### src/rtl/bsv_div_pipe.sv
`timescale 1ns / 1ps

module bsv_div_pipe #(
  parameter int DVD_W = 41,
  parameter int DVS_W = 32,
  parameter int QUO_W = 17
) (
  input  logic             clk,
  input  logic             en,
  input  logic [DVD_W-1:0] dvd,
  input  logic [DVS_W-1:0] dvs,
  output logic [QUO_W-1:0] quo
);

  // restoring division, one quotient bit per stage, msb first
  logic [DVS_W-1:0] rem_r   [QUO_W];
  logic [DVS_W-1:0] dvs_r   [QUO_W];
  logic [QUO_W-1:0] low_r   [QUO_W];
  logic [QUO_W-1:0] q_r     [QUO_W];
  logic [DVS_W-1:0] rem_in  [QUO_W];
  logic [DVS_W-1:0] dvs_in  [QUO_W];
  logic [QUO_W-1:0] low_in  [QUO_W];
  logic [QUO_W-1:0] q_in    [QUO_W];
  logic [DVS_W-1:0] rem_nxt [QUO_W];
  logic [QUO_W-1:0] q_nxt   [QUO_W];

  always_comb begin
    rem_in[0] = DVS_W'(dvd >> QUO_W);
    dvs_in[0] = dvs;
    low_in[0] = dvd[QUO_W-1:0];
    q_in[0]   = '0;
    for (int k = 1; k < QUO_W; k++) begin
      rem_in[k] = rem_r[k-1];
      dvs_in[k] = dvs_r[k-1];
      low_in[k] = low_r[k-1];
      q_in[k]   = q_r[k-1];
    end
  end

  always_comb begin
    logic [DVS_W:0] trial;
    logic           ge;
    for (int k = 0; k < QUO_W; k++) begin
      trial      = {rem_in[k], low_in[k][QUO_W-1]};
      ge         = (trial >= {1'b0, dvs_in[k]});
      rem_nxt[k] = ge ? DVS_W'(trial - {1'b0, dvs_in[k]}) : trial[DVS_W-1:0];
      q_nxt[k]   = {q_in[k][QUO_W-2:0], ge};
    end
  end

  always_ff @(posedge clk) begin
    if (en) begin
      for (int k = 0; k < QUO_W; k++) begin
        rem_r[k] <= rem_nxt[k];
        dvs_r[k] <= dvs_in[k];
        low_r[k] <= low_in[k] << 1;
        q_r[k]   <= q_nxt[k];
      end
    end
  end

  assign quo = q_r[QUO_W-1];

endmodule

### config.mk
export PLATFORM = sky130hd
export DESIGN_NAME = bsv_div_pipe
export DESIGN_NICKNAME = d
export VERILOG_FILES = /design/src/rtl/bsv_div_pipe.sv
export SDC_FILE = /design/constraint.sdc
export NUM_CORES = 2
export LEC_CHECK = 0
export BUFFER_PORTS_ARGS = -buffer_cell sky130_fd_sc_hd__buf_2
export CAP_MARGIN = 30
export CORE_MARGIN = 2
export CORE_UTILIZATION = 49
export CTS_CLUSTER_SIZE = 16
export DETAILED_ROUTE_END_ITERATION = 16
export PLACE_DENSITY = 0.67
export SLEW_MARGIN = 20
export SYNTH_ARGS = -nofsm -noshare
export SYNTH_HDL_FRONTEND = slang
export SYNTH_SLANG_ARGS = --single-unit
### constraint.sdc
create_clock -name clk -period 3.35 [get_ports clk]
set_clock_uncertainty 0.1 [all_clocks]
set_input_delay 0.335 -clock clk [delete_from_list [all_inputs] [get_ports clk]]
set_output_delay 0.335 -clock clk [all_outputs]
set_load 0.01 [all_outputs]
Yosys cells after proc, flatten, opt, wreduce, memory -nomap -nowiden
Memories as Yosys holds them, arrays and structs flattened.
Index checks and enable logic that the tools add are counted.
{ "totals": {"ff_bits": 0, "ramBits": 1649, "in_bits": 75, "mem_count": 4} }
{ "classes": {"add_sub_neg": 17, "magnitude_cmp": 17, "mux": 19} }
{ "mem_list": {"columns": ["name", "depth", "word_bits", "read_ports", "rd_ports_with_merged_regs", "wr", "line_no", "source"], "rows": [
  ["dvs_r", 17, 32, 16, 0, 17, "17", "logic [DVS_W-1:0] dvs_r [QUO_W];"],
  ["rem_r", 17, 32, 16, 0, 17, "16", "logic [DVS_W-1:0] rem_r [QUO_W];"],
  ["q_r", 17, 17, 17, 0, 17, "19", "logic [QUO_W-1:0] q_r [QUO_W];"],
  ["low_r", 17, 16, 16, 0, 17, "18", "logic [QUO_W-1:0] low_r [QUO_W];"]
]} }
{ "ops": {"columns": ["op", "count"], "rows": [
  ["$mux 32", 17],
  ["$ge 33x32->1", 16],
  ["$sub 32x32->32", 16],
  ["$ge 25x32->1", 1],
  ["$sub 25x32->32", 1],
  ["$mux 1", 2]
]} }

Depth between registers and ports, before layout
An unclocked memory read counts as a cell.
{ "logic_depth": {"word_depth": 3, "mapped_depth": 16, "ltp_nobuf": 13} }

Worst setup path after synthesis
OpenSTA, ideal clock, no wires.
{ "synth_path": {"path_type": "reg2reg", "start": "memory dvs_r[4][0] (netlist: dvs_r[0][128])", "end": "memory rem_r[5][30] (netlist: rem_r[0][190]), data pin", "setup_ns": 0.260, "arrival_ns": 3.105, "t_required_ns": 2.990, "slack_ns": -0.115, "stages_incl_launch_ff": 13, "path_buffers": 0, "path_cell_list": "edfxtp_1 -> ha_1 -> fa_1 -> nor2b_1 -> o2111ai_1 -> a31oi_1 -> a311oi_1 -> or4b_2 -> nand4_1 -> a311oi_1 -> mux2i_1 -> o211ai_1 -> mux2_2"} }
{ "synth_rtl": {"columns": ["item", "line_no"], "rows": [
  ["start: declaration", "17"],
  ["end: declaration", "16"]
]} }

==> metrics.md <==
| Metric | Value |
|---|---|
| CP dominant cell by count | buf_4 |
| Setup TNS | -35.51 ns |
| Max-slew headroom | 0.379 |
| Cell area after synthesis | between 0.07 and 0.08 sq mm |
| Leakage | 42.1 nW |
| Placer Congestion | roughly 1.0 |
| R2R cell count | 13 |
| Core area | 0.150 sq mm |
| Max_cap viols | 0 |
| PD cells | around 960 mW/mm^2 |
| FF+latch area | 0.0394 sq mm |
| Slowest stage delay, CP | ~0.4 ns |
| Final WS setup | -0.347 ns |
| # clock sinks | roughly 1300 |
| Post-synth top area cell | edfxtp_1 |
| Sequential share of the synthesized area | 0.533 |
| Vias in the first global route | 57800 |
| # diodes | 0 |
| Main combinational cell family by area after synthesis | compound AO/OA/AOI/OAI gates |
| Die Area | ~0.15 sq mm |
| Num CTS Buffers | about 150 |
| Combinational share of power | 0.549 |
| Simple-gate share of the synthesized area | 0.0897 |
| Nets@finish | 8689 |
| Initial antenna violation count | 1 |
| Status | complete, but fails checks |
| First-pass GRT wire length | roughly 300000 um |
| Max-slew violation count | 0 |
| Top post-synthesis cells by area | edfxtp_1, ha_1, inv_1 |
| Slowest stage cell, crit path | edfxtp_1 |
| Clock power frac | 0.173 |
| # fillers | between 10000 and 15000 |
| Clk_lat worst skew | ~0.80 ns |
| Layout area overhead | 33.3% |
| DRC | 0 |
| XOR/XNOR Fraction of Synth Area | 0.0489 |
| Final routed wire length divided by cell count | roughly 20 um |
| Area share of the largest cell type after synthesis | 0.533 |
| Gr usage total | 0.250 |
| Sequential share of power | 0.278 |
| Leading cell type in the layout, fill and taps excluded | edfxtp_1 |
| Crit share post-route | 1.10 |
| Clock Path Buffers | 3 |
| Critical-path cell list | ha_1 -> nor2b_2 -> o31a_1 -> o41ai_2 -> buf_4 -> o211ai_1 -> buf_4 -> a311oi_4 -> o21ai_4 -> a221oi_4 -> nand2b_1 -> a2111oi_4 -> o31ai_1 |
| Setup crit start kind | flip-flop |
| Vias | 55700 |
| Starting density of the core | 0.494 |
| Cell Int Power | around 0.06 W |
| Detail Route Antenna Nets | 0 |
| Root buffer cell | clkbuf_16 |
| Ys async rst share | 0 |
| Failing checks | negative setup slack |
| Psw | roughly 0.035 W |
| H-tree levels | 4 |
| I/O Buffers | 91 |
| Tightest Pin Transition | a little over 0.9 ns |
| Switching share of total power | 0.368 |
| Syn Area/Cell | between 10 and 15 sq um |
| Share of cells above drive strength 1 | 0.320 |
| Final wirelength | slightly above 200000 um |
| Netlist cell types | 96 |
| Worst vdd ir | 0.000633 V |
| Arrival @ worst endpoint | between 4 and 5 ns |
| Compound-Gate Fraction of Synth Area | 0.147 |
| Commonest non-fill, non-tap cells in the layout | edfxtp_1, buf_4, inv_1 |
| Total number of yosys warnings | 0 |
| Drt initial violations | a little over 3000 |
| Syn Nets | just over 7000 |
| Die H | approximately 400 um |
| CP Max Fanout | 3 |
| DP Wirelength | roughly 150000 um |
| Post-synthesis mux area share | 0.0412 |
| Seq cells post-synth | between 1000 and 1500 |
| Number of synthesized flops with an enable pin | 1313 |
| Multi-input gate area | around 0.035 sq mm |
| RSZ-0062 raised after global routing | true |
| Post-Synth Adder-Cell Area | 0.0952 |
| I/O pin cnt | ~90 |
| Overall power | 0.0950 W |
| Final setup vio count | about 290 |
| Post-Synthesis Cells | 6488 |
| DR pass1 iterations | 6 |
| Hold Path Depth | 2 |
| WS Path Type | reg2reg |
| Core Rows | around 140 |
| Clock slew at reported path FFs | 0.06 ns |
| CTS tree | yes |
| Total gr overflow | 0 |
| Die Wd | a little under 400 um |
| Vias/cell | around 5.5 |
| Final worst path period need | between 3 and 4 ns |
| Hold Path Class | in2reg |
| Required @ worst endpoint | 3.79 ns |
| Largest net degree at the start of global routing | 119 |
| Primary FF master, synth | edfxtp_1 |
| Worst setup EP type | flip-flop |
| Final Hold Fails | 0 |
| Max Clock Freq | approximately 0.27 GHz |
area by class of cell:
cell class,instances,share of cell area
repair buffers,1594,0.139
clock buffers,171,0.0389
well taps,2016,0.0256
inverters,661,0.0252
multi-input cells,4343,0.360
flip-flops and latches,1313,0.400
clock inverters,96,0.0116
per-layer routing:
layer | track usage | vias to the layer above | share of wire
met5 | 0 | - | 0.000064
met4 | 0.220 | 2 | 0.097
met3 | 0.0316 | 719 | 0.028
met2 | 0.501 | 1316 | 0.57
met1 | 0.209 | 26700 | 0.31
li1 | - | 27000 | -
power by group through the flow:
stage,clock (W),sequential (W),combinational (W)
3_5_place_dp,0,0.0265,0.0419
3_3_place_gp,0,0.0264,0.0411
5_1_grt,0.0174,0.0268,0.0561
4_1_cts,0.0168,0.0262,0.0460
6_report,0.0164,0.0264,0.0522
2_1_floorplan,0,0.0254,0.0265
cells in the mapped netlist, types with 10 or more instances:
library cell and count:
a211o_1 13, a211oi_1 44, a21boi_0 14, a21o_1 264, a21oi_1 475, a221oi_1 16
a31o_2 13, a31oi_1 66, and2_1 22, and3_1 47, buf_2 25, clkbuf_1 121
edfxtp_1 1313, fa_1 16, ha_1 537, inv_1 661, mux2_2 175, mux2_4 57
mux2i_1 21, nand2_1 510, nand2b_1 70, nand3_1 107, nand3b_1 10, nand4_1 73
nor2_1 291, nor2b_1 83, nor3_1 76, nor4_1 30, o2111ai_1 12, o211ai_1 24
o21a_1 58, o21ai_0 463, o21ai_1 17, o21bai_1 68, o31a_1 20, o31ai_1 36
or2_2 21, or3_1 16, xnor2_1 246, xor2_1 167
state kept, by name (all words and copies together), names as in the netlist:
signal and flops:
q_r 153, dvs_r 512, rem_r 512, low_r 136
final timing paths:
kind | start | endpoint | slack, ns
worst min-delay path | dvd[13] | low_r[0][13]$_DFFE_PP_ | 0.14
worst max register to register | rem_r[0][65]$_DFFE_PP_ | rem_r[0][124]$_DFFE_PP_ | -0.35
worst max-delay path | rem_r[0][65]$_DFFE_PP_ | rem_r[0][124]$_DFFE_PP_ | -0.35
worst min register to register | low_r[0][138]$_DFFE_PP_ | low_r[0][155]$_DFFE_PP_ | 0.29
stage by stage:
stage / cells / setup WS [ns] / util / hold slack (ns) / instance area [sq um]
2_1_floorplan: 6488 / -0.0302 / - / 0.300 / 74000
3_3_place_gp: 9613 / -0.636 / 0.572 / 0.300 / 85700
3_5_place_dp: 9613 / -0.713 / 0.572 / 0.305 / 85700
4_1_cts: 10100 / -0.304 / 0.629 / 0.0717 / 94200
5_1_grt: 10200 / -0.525 / 0.658 / 0.109 / 98600
6_report: 10200 / -0.347 / 0.658 / 0.143 / 98600
cell families (layout without fill, tap and decap cells):
group / after synthesis / count (layout)
AO/OA/AOI/OAI: 1725 / 1725
AND/OR/NAND/NOR: 1398 / 1398
flip-flops: 1313 / 1313
buffers and inverters: 832 / 2522
adder cells (fa/ha/maj): 553 / 553
XOR/XNOR: 413 / 413
multiplexers: 254 / 254
worst max-delay path, delay by kind of cell, from the launching register on:
kind / cells / cell delay [ns]
AO/OA/AOI/OAI: 8 / 1.92
adder cells (fa/ha/maj): 1 / 0.32
buffers and inverters: 2 / 0.34
flip-flops: 1 / 0.41
AND/OR/NAND/NOR: 2 / 0.33
timing repair:
action,4_1_cts,5_1_grt
gates resized for setup,386,734
hold buffers,74,2
pin swaps,148,275
endpoints found under the setup margin,464,504
hold endpoints to repair,108,2
buffers inserted,85,144
cloned,18,26
Power figures use the tool's default switching activity.
